<file path="src/hw/rtl/eaq_pkg.sv">
package eaq_pkg;

    localparam int QUEUE_DEPTH_DEF = 16;

    // command codes (s_tuser)
    localparam logic [1:0] CMD_SAMPLE = 2'd0;
    localparam logic [1:0] CMD_POLL   = 2'd1;
    localparam logic [1:0] CMD_PRESET = 2'd2;

    // event kinds
    localparam logic [1:0] KIND_ROTATED  = 2'd0;
    localparam logic [1:0] KIND_PRESSED  = 2'd1;
    localparam logic [1:0] KIND_RELEASED = 2'd2;
    localparam logic [1:0] KIND_HELD     = 2'd3;

    // direction / motion sign codes
    localparam logic [1:0] DIR_NONE = 2'd0;
    localparam logic [1:0] DIR_CW   = 2'd1;
    localparam logic [1:0] DIR_CCW  = 2'd2;
    localparam logic [1:0] DIR_BAD  = 2'd3;

    // rotation trend codes
    localparam logic [1:0] TREND_NONE = 2'd0;
    localparam logic [1:0] TREND_POS  = 2'd1;
    localparam logic [1:0] TREND_NEG  = 2'd2;

    // configuration register indexes
    localparam logic [1:0] CFG_ACCEL_ENABLE = 2'd0;
    localparam logic [1:0] CFG_IDLE_TIMEOUT = 2'd1;
    localparam logic [1:0] CFG_HOLD_THRESH  = 2'd2;

    localparam logic [15:0] IDLE_TIMEOUT_RST = 16'd500;
    localparam logic [15:0] HOLD_THRESH_RST  = 16'd500;

    // acceleration tier bounds (ms) and half-step multipliers
    localparam logic [31:0] TIER_LIMIT = 32'd150;
    localparam logic [31:0] TIER_5X    = 32'd30;
    localparam logic [31:0] TIER_3X    = 32'd50;
    localparam logic [31:0] TIER_2X    = 32'd75;
    localparam logic [31:0] TIER_1P5X  = 32'd100;

    localparam logic [3:0] MULT_5X   = 4'd10;
    localparam logic [3:0] MULT_3X   = 4'd6;
    localparam logic [3:0] MULT_2X   = 4'd4;
    localparam logic [3:0] MULT_1P5X = 4'd3;
    localparam logic [3:0] MULT_1X   = 4'd2;

    // most events one sample can queue: rotation, press, release or held
    localparam int MAX_PUSH = 3;

    typedef struct packed {
        logic [1:0]         kind;
        logic signed [16:0] step;
        logic signed [15:0] pos;
        logic [31:0]        tm;
    } q_entry_t;

endpackage

</file>
<file path="src/hw/rtl/encoder_accel_event_queue_unit.sv">
// Rotary encoder event unit. Each input transfer carries one command (sample, poll or
// preset) and yields exactly one output transfer from a registered output. A new command
// is taken every cycle as long as the output register is empty or being drained in the
// same cycle, so the sustained rate is one item per clock; the output register is the only
// thing that sets it. Samples compute the accelerated step and push up to three events
// into a flop-based ring that overwrites its oldest entries when full; polls pop one event.
// Ring entries hold no reset value: only entries actually pushed are ever read back.
module encoder_accel_event_queue_unit #(
    parameter int QUEUE_DEPTH = eaq_pkg::QUEUE_DEPTH_DEF,
    localparam int CNT_W      = $clog2(QUEUE_DEPTH + 1),
    localparam int OUT_BITS   = 88 + CNT_W,
    localparam int OUT_W      = ((OUT_BITS + 7) / 8) * 8
) (
    input  logic             clk,
    input  logic             rst_n,

    input  logic             s_tvalid,
    output logic             s_tready,
    // position[15:0], motion_sign[17:16], now_ms[49:18], button_down[50],
    // button_latched[51], hold_ms[83:52], zero pad
    input  logic [87:0]      s_tdata,
    // command[1:0]
    input  logic [1:0]       s_tuser,

    output logic             m_tvalid,
    input  logic             m_tready,
    // event_step[16:0], event_position[32:17], event_time[64:33],
    // scaled_half_steps[85:65], direction[87:86], pending[87+CNT_W:88], zero pad
    output logic [OUT_W-1:0] m_tdata,
    // event_valid[0], event_kind[2:1]
    output logic [2:0]       m_tuser,

    input  logic             cfg_valid,
    output logic             cfg_ready,
    input  logic [1:0]       cfg_index,
    input  logic [15:0]      cfg_data
);
    import eaq_pkg::*;

    localparam int PTR_W = $clog2(QUEUE_DEPTH);

    function automatic logic [PTR_W-1:0] ptr_add(input logic [PTR_W-1:0] p,
                                                 input logic [2:0] k);
        logic [PTR_W-1:0] r;
        r = p;
        for (int i = 0; i < 4; i++) begin
            if (3'(i) < k)
                r = (r == PTR_W'(QUEUE_DEPTH - 1)) ? '0 : PTR_W'(r + 1'b1);
        end
        return r;
    endfunction

    // configuration
    logic              accel_en_reg;
    logic [15:0]       idle_to_reg;
    logic [15:0]       hold_thr_reg;

    // tracking state
    logic signed [15:0] last_pos_reg,  last_pos_next;
    logic [1:0]         trend_reg,     trend_next;
    logic [31:0]        lmt_reg,       lmt_next;
    logic               bprev_reg,     bprev_next;
    logic [1:0]         dir_reg,       dir_next;
    logic signed [20:0] scaled_reg,    scaled_next;

    // ring
    q_entry_t           mem [QUEUE_DEPTH];
    logic [PTR_W-1:0]   head_reg, head_next;
    logic [PTR_W-1:0]   tail_reg, tail_next;
    logic [CNT_W-1:0]   cnt_reg,  cnt_next;

    // output register
    logic               m_tvalid_reg;
    logic               ev_valid_reg;
    q_entry_t           ev_reg;
    logic [CNT_W-1:0]   pend_reg;

    // input unpack
    logic [1:0]         cmd;
    logic signed [15:0] in_pos;
    logic [1:0]         in_msign;
    logic [31:0]        in_now;
    logic               in_down;
    logic               in_latched;
    logic [31:0]        in_hold;

    logic               acc;
    logic               do_sample;
    logic               poll_hit;
    logic               moved;
    logic signed [16:0] step;
    logic [31:0]        dt;
    logic               match;
    logic [3:0]         mult;
    logic signed [21:0] prod;
    logic               push_press;
    logic               push_rel;
    logic               push_held;
    q_entry_t           cand [4];
    logic [3:0]         cflag;
    q_entry_t           slot [4];
    logic [2:0]         push_n;
    logic [CNT_W:0]     total;
    logic [2:0]         drop;

    assign cmd        = s_tuser;
    assign in_pos     = s_tdata[15:0];
    assign in_msign   = s_tdata[17:16];
    assign in_now     = s_tdata[49:18];
    assign in_down    = s_tdata[50];
    assign in_latched = s_tdata[51];
    assign in_hold    = s_tdata[83:52];

    assign s_tready  = !m_tvalid_reg || m_tready;
    assign acc       = s_tvalid && s_tready;
    assign do_sample = acc && (cmd == CMD_SAMPLE);
    assign poll_hit  = acc && (cmd == CMD_POLL) && (cnt_reg != '0);
    assign cfg_ready = 1'b1;

    assign moved = (in_pos != last_pos_reg);
    assign step  = $signed({in_pos[15], in_pos}) - $signed({last_pos_reg[15], last_pos_reg});
    assign dt    = (lmt_reg != '0) ? (in_now - lmt_reg) : '0;
    // step is nonzero whenever it is used, so the sign bit alone picks the direction
    assign match = (!step[16] && trend_reg != TREND_NEG) || (step[16] && trend_reg != TREND_POS);

    always_comb
    begin
        if (accel_en_reg && match && dt != '0 && dt < TIER_LIMIT)
        begin
            if (dt < TIER_5X)
                mult = MULT_5X;
            else if (dt < TIER_3X)
                mult = MULT_3X;
            else if (dt < TIER_2X)
                mult = MULT_2X;
            else if (dt < TIER_1P5X)
                mult = MULT_1P5X;
            else
                mult = MULT_1X;
        end
        else
        begin
            mult = MULT_1X;
        end
    end

    assign prod = step * $signed({1'b0, mult});

    // tracking state update
    always_comb
    begin
        last_pos_next = last_pos_reg;
        trend_next    = trend_reg;
        lmt_next      = lmt_reg;
        bprev_next    = bprev_reg;
        dir_next      = dir_reg;
        scaled_next   = scaled_reg;
        if (do_sample)
        begin
            if (moved)
            begin
                dir_next      = (in_msign == DIR_BAD) ? DIR_NONE : in_msign;
                trend_next    = accel_en_reg ? (step[16] ? TREND_NEG : TREND_POS) : TREND_NONE;
                lmt_next      = in_now;
                scaled_next   = prod[20:0];
                last_pos_next = in_pos;
            end
            else
            begin
                scaled_next = '0;
                dir_next    = DIR_NONE;
                if (lmt_reg != '0 && (in_now - lmt_reg) > {16'd0, idle_to_reg})
                begin
                    trend_next = TREND_NONE;
                    lmt_next   = '0;
                end
            end
            bprev_next = in_down;
        end
        else if (acc && cmd == CMD_PRESET)
        begin
            last_pos_next = in_pos;
            dir_next      = DIR_NONE;
            scaled_next   = '0;
            trend_next    = TREND_NONE;
            lmt_next      = '0;
        end
        // turning acceleration off drops the trend
        if (cfg_valid && cfg_ready && cfg_index == CFG_ACCEL_ENABLE && !cfg_data[0])
            trend_next = TREND_NONE;
    end

    assign push_press = in_latched || (!bprev_reg && in_down);
    assign push_rel   = bprev_reg && !in_down;
    assign push_held  = in_down && (in_hold > {16'd0, hold_thr_reg}) && !bprev_reg;

    // gather this sample's events in queue order
    always_comb
    begin
        cand[0] = '{kind: KIND_ROTATED, step: step, pos: in_pos, tm: in_now};
        cand[1] = '{kind: KIND_PRESSED, step: '0, pos: last_pos_next, tm: '0};
        cand[2] = '{kind: KIND_RELEASED, step: '0, pos: last_pos_next, tm: '0};
        cand[3] = '{kind: KIND_HELD, step: '0, pos: last_pos_next, tm: '0};
        cflag   = do_sample ? {push_held, push_rel, push_press, moved} : 4'b0000;
        for (int i = 0; i < 4; i++)
            slot[i] = '0;
        push_n = '0;
        for (int i = 0; i < 4; i++)
        begin
            if (cflag[i])
            begin
                slot[push_n[1:0]] = cand[i];
                push_n = 3'(push_n + 1'b1);
            end
        end
    end

    // ring pointers; a full ring drops its oldest entries to make room
    always_comb
    begin
        total     = {1'b0, cnt_reg} + (CNT_W+1)'(push_n);
        drop      = (total > (CNT_W+1)'(QUEUE_DEPTH)) ?
                    3'(total - (CNT_W+1)'(QUEUE_DEPTH)) : 3'd0;
        head_next = head_reg;
        tail_next = tail_reg;
        cnt_next  = cnt_reg;
        if (do_sample)
        begin
            tail_next = ptr_add(tail_reg, push_n);
            head_next = ptr_add(head_reg, drop);
            cnt_next  = CNT_W'(total - (CNT_W+1)'(drop));
        end
        else if (poll_hit)
        begin
            head_next = ptr_add(head_reg, 3'd1);
            cnt_next  = CNT_W'(cnt_reg - 1'b1);
        end
    end

    always_ff @(posedge clk or negedge rst_n)
    begin
        if (!rst_n)
        begin
            accel_en_reg <= 1'b1;
            idle_to_reg  <= IDLE_TIMEOUT_RST;
            hold_thr_reg <= HOLD_THRESH_RST;
            last_pos_reg <= '0;
            trend_reg    <= TREND_NONE;
            lmt_reg      <= '0;
            bprev_reg    <= 1'b0;
            dir_reg      <= DIR_NONE;
            scaled_reg   <= '0;
            head_reg     <= '0;
            tail_reg     <= '0;
            cnt_reg      <= '0;
            m_tvalid_reg <= 1'b0;
        end
        else
        begin
            last_pos_reg <= last_pos_next;
            trend_reg    <= trend_next;
            lmt_reg      <= lmt_next;
            bprev_reg    <= bprev_next;
            dir_reg      <= dir_next;
            scaled_reg   <= scaled_next;
            head_reg     <= head_next;
            tail_reg     <= tail_next;
            cnt_reg      <= cnt_next;
            if (acc)
                m_tvalid_reg <= 1'b1;
            else if (m_tready)
                m_tvalid_reg <= 1'b0;
            if (cfg_valid && cfg_ready)
            begin
                case (cfg_index)
                    CFG_ACCEL_ENABLE: accel_en_reg <= cfg_data[0];
                    CFG_IDLE_TIMEOUT: idle_to_reg  <= cfg_data;
                    CFG_HOLD_THRESH:  hold_thr_reg <= cfg_data;
                    default:          ;
                endcase
            end
        end
    end

    // ring storage and output payload
    always_ff @(posedge clk)
    begin
        if (do_sample)
        begin
            for (int j = 0; j < MAX_PUSH; j++)
            begin
                if (3'(j) < push_n)
                    mem[ptr_add(tail_reg, 3'(j))] <= slot[j];
            end
        end
        if (acc)
        begin
            if (poll_hit)
            begin
                ev_valid_reg <= 1'b1;
                ev_reg       <= mem[head_reg];
            end
            else
            begin
                ev_valid_reg <= 1'b0;
                ev_reg       <= '0;
            end
            pend_reg <= cnt_next;
        end
    end

    // scaled_reg and dir_reg already hold the post-item values, so they feed the output
    assign m_tvalid = m_tvalid_reg;
    assign m_tuser  = {ev_reg.kind, ev_valid_reg};
    assign m_tdata  = OUT_W'({pend_reg, dir_reg, scaled_reg, ev_reg.tm, ev_reg.pos, ev_reg.step});

    a_cnt_bound: assert property (@(posedge clk) disable iff (!rst_n)
        cnt_reg <= CNT_W'(QUEUE_DEPTH))
        else $error("ring count above depth");

    a_ptr_meet: assert property (@(posedge clk) disable iff (!rst_n)
        (cnt_reg == '0 || cnt_reg == CNT_W'(QUEUE_DEPTH)) |-> (head_reg == tail_reg))
        else $error("ring pointers disagree with count");

    a_trend_accel: assert property (@(posedge clk) disable iff (!rst_n)
        (trend_reg != TREND_NONE) |-> accel_en_reg)
        else $error("rotation trend kept with acceleration off");

    a_poll_pops: assert property (@(posedge clk) disable iff (!rst_n)
        poll_hit |=> (cnt_reg == CNT_W'($past(cnt_reg) - 1'b1)) && ev_valid_reg)
        else $error("poll did not pop one event");

endmodule
</file>
<file path="config.mk">
export PLATFORM = sky130hd
export DESIGN_NAME = encoder_accel_event_queue_unit
export DESIGN_NICKNAME = d
export VERILOG_FILES = /design/src/hw/rtl/eaq_pkg.sv /design/src/hw/rtl/encoder_accel_event_queue_unit.sv
export SDC_FILE = /design/constraint.sdc
export NUM_CORES = 2
export LEC_CHECK = 0
export ABC_CLOCK_PERIOD_IN_PS = 7700
export BUFFER_PORTS_ARGS = -buffer_cell sky130_fd_sc_hd__buf_4
export CAP_MARGIN = 20
export CELL_PAD_IN_SITES_DETAIL_PLACEMENT = 1
export CELL_PAD_IN_SITES_GLOBAL_PLACEMENT = 1
export CORE_MARGIN = 2
export CORE_UTILIZATION = 25
export CTS_CLUSTER_SIZE = 30
export DETAILED_ROUTE_END_ITERATION = 7
export HOLD_SLACK_MARGIN = 0.05
export PLACE_DENSITY = 0.52
export SETUP_SLACK_MARGIN = 0.4
export SLEW_MARGIN = 20
export SYNTH_ARGS = -nofsm -noshare
export SYNTH_HDL_FRONTEND = slang
export SYNTH_SLANG_ARGS = --single-unit
</file>
<file path="constraint.sdc">
create_clock -name clk -period 7.7 [get_ports clk]
set_input_delay 0.77 -clock clk [delete_from_list [all_inputs] [get_ports clk]]
set_output_delay 0.77 -clock clk [all_outputs]
set_load 0.02 [all_outputs]
</file>
==> run metrics <==
DRC violations left=0; Slew Limit Fails=0; Sequential Area=37400 µm²; crit path max fanout=6; vias in the first global route=around 50000; number of fill cells in the layout=approximately 29000; synthesized instance count=5507; maximum vdd drop=about 0.22 mV; CP max stage delay=between 0.5 and 0.6 ns; Ports=roughly 220; total of warnings raised by yosys=0; Arrival @ worst endpoint=about 8.2 ns; CP max stage cell=fa_1; Nets=about 6000; Simple-Gate Fraction of Synth Area=between 10% and 20%; worst path required time=8.37 ns; CTS sink count=~1300; Clock Tree Root=clkbuf_16; clock buffer depth=3; minimum clock period=approximately 7.5 ns; antenna violations before repair=14; RSZ-0062 raised after global routing=yes; Max-cap violations=0; Core Area=262000 µm²; Hold Fails Final Rpt=0; post-synthesis mux area share=between 10% and 20%; fin crit share=98.0%; clk_lat worst skew=between 0.8 and 0.9 ns; number of enable flip-flop cells after synthesis=between 1000 and 1500; Avg Cell Area, Syn=approximately 12 µm²; Peak Freq=around 130 MHz; DIE WIDTH=roughly 520 µm; outcome=finished clean; post-route ant nets=0; Die Y=roughly 520 µm; area share of fa/ha/maj cells after synthesis=just under 4%; routed wire length=257000 µm; sequential power share=between 30% and 40%; largest family of logic cells by synthesized area=multiplexers; htree depth=4; Port-buffer cells=~210; First DRT Iteration DRCs=between 4000 and 5000; clock buffers created by TritonCTS=roughly 160; leakage=~31 nW; startpoint types=flop; clk_skew=0.0630 ns; largest net degree at the start of global routing=between 60 and 70; Multi-input gate area=between 20000 and 30000 µm²; Synth Flop Type=edfxtp_1; first-pass iteration count of the detailed router=7; Area Growth Syn to Fin=21.6%; Clock transition at path regs=roughly 0.060 ns; Comb pwr share=30.1%; Post-Syn Area=between 60000 and 70000 µm²; placed cells=about 9200; most used cell, CP=ha_4; vias per inst=5.01; compound-gate portion of the synthesized area=around 7.6%; CTS tree=yes; Psw=roughly 0.007 W; Internal=approximately 0.015 W; Setup CP Type=reg -> reg; flip-flop count of the largest register after layout=1072; HP Class=in -> reg; max_slew headroom=19.3%; WL/cell=27.0 µm; Initial Utilization=between 20% and 30%; Post-Layout Cell Count=roughly 9500; Pwr Density=between 200 and 300 nW/µm²; post-synthesis async set-or-reset flop share=9.56%; gpl congestion=0.819; final core area utilization=30.5%; Seq/Total Area, Yosys=between 50% and 60%; Clk pwr share=~34%; via count=roughly 48000; Worst setup EP type=flop; Netlist cell types=84; first-pass GRT wire length=about 370000 µm; grt ovf=0; Sw Share=32.4%; share of cells above drive strength 1=between 20 and 25%; dpl hpwl=about 160000 µm; measured slew at the worst slew-check pin=~1.2 ns; Synth Register Bits=roughly 1300; die area=about 270000 µm²; xor and xnor area share after synthesis=0.985%; gr usage total=around a fifth; cell row count=approximately 190; hold_ws=roughly 0.18 ns; final setup fails=0
==> synth_stat cells, drive strengths merged (38+ instances only) <==
cell | n | share of area (%)
a21o | 52 | 0.59
a21oi | 250 | 1.9
and2 | 82 | 0.78
buf | 73 | 0.53
clkbuf | 335 | 1.9
dfrtp | 108 | 4.1
edfxtp | 1145 | 52
fa | 38 | 1.2
ha | 145 | 2.8
inv | 220 | 1.3
mux2i | 159 | 2.4
mux4 | 335 | 11
nand2 | 523 | 3.0
nand3 | 41 | 0.31
nor2 | 1135 | 6.6
o21ai | 396 | 3.0
xnor2 | 40 | 0.53
==> metal layers <==
metal  wire length, µm  vias up  track usage, %
li1                  -    20700               -
met1            116000    25200            26.4
met2            120000     1496            30.9
met3             15800      332            3.23
met4              5890       10            4.65
met5                69        -               0
==> power by group through the flow <==
stage               logic (W)  clock network, W  registers [W]
finish                0.00666           0.00746        0.00803
detailed placement    0.00656                 0        0.00818
floorplan             0.00424                 0        0.00798
global placement      0.00650                 0        0.00818
CTS                   0.00664           0.00763        0.00804
global route          0.00717           0.00787        0.00808
==> cells by family after synthesis <==
logic type,Yosys count
flops,1266
other cells,2
xor+xnor,74
compound gates,864
mux,531
simple gates,1959
buf+inv,628
fa+ha+maj,183
==> critical path, delay by kind of cell, from the launching register on <==
| kind | cells | cell delay [ns] |
|---|---|---|
| flops | 1 | 0.39 |
| simple gates | 7 | 1.80 |
| fa+ha+maj | 5 | 1.71 |
| xor+xnor | 2 | 0.25 |
| buf+inv | 6 | 0.66 |
| compound gates | 12 | 2.56 |
==> layout by cell type (no fill, tap or decap), drive strengths merged, types with 16 or more instances in the layout <==
master / synthesis / routed
a21o: 52 / 52
nand2: 523 / 523
and3: 24 / 24
xor2: 34 / 34
clkinv: 0 / 56
a21oi: 250 / 250
mux2: 37 / 37
mux2i: 159 / 159
edfxtp: 1145 / 1145
o21a: 20 / 20
fa: 38 / 38
nor2: 1135 / 1135
xnor2: 40 / 40
ha: 145 / 145
nor3: 32 / 32
o211ai: 19 / 19
mux4: 335 / 335
a31oi: 16 / 16
buf: 73 / 613
inv: 220 / 226
o21ai: 396 / 396
dfrtp: 108 / 108
nor4: 22 / 22
and2: 82 / 82
nand3: 41 / 41
clkbuf: 335 / 213
==> final cells by class <==
cell class,count,share of cell area [%]
timing repair buffer,615,6.20
clock buffer,212,5.19
multi-input combinational,3616,34.1
sequential,1266,46.8
antenna,6,0.0188
tap,3515,5.50
clock inverter,75,1.19
inverter,220,1.04
==> per-stage QoR <==
stage               instance area, µm²  setup TNS, ns  setup WS, ns  power (W)
floorplan                        66100              0         0.265     0.0122
CTS                              79400              0         0.123     0.0223
detailed placement               73800          -5.36        -0.920     0.0147
global placement                 73700          -4.46        -0.864     0.0147
finish                           80000              0         0.151     0.0221
global route                     80000         -0.599        -0.187     0.0231
==> timing repair <==
action | 4_1_cts | 5_1_grt
setup endpoints to repair | 11 | 14
buffers inserted | 20 | 11
endpoints found under the hold margin | 39 | 0
hold buffers | 1 | 0
pin swaps | 43 | 63
gates resized for setup | 62 | 83
==> final timing paths <==
path	from	end	slack, ns	cells after the start
worst min register to register	scaled_reg[6]	scaled_reg[6]	0.49	2
max in group asynchronous	rst_n	head_reg[0]	5.38	4
worst min-delay path	s_tdata[50]	bprev_reg	0.18	3
min in group asynchronous	rst_n	last_pos_reg[14]	0.49	2
worst max register to register	lmt_reg[1]	scaled_reg[17]	0.15	32
worst max-delay path	lmt_reg[1]	scaled_reg[17]	0.15	32
Power figures use the tool's default switching activity.
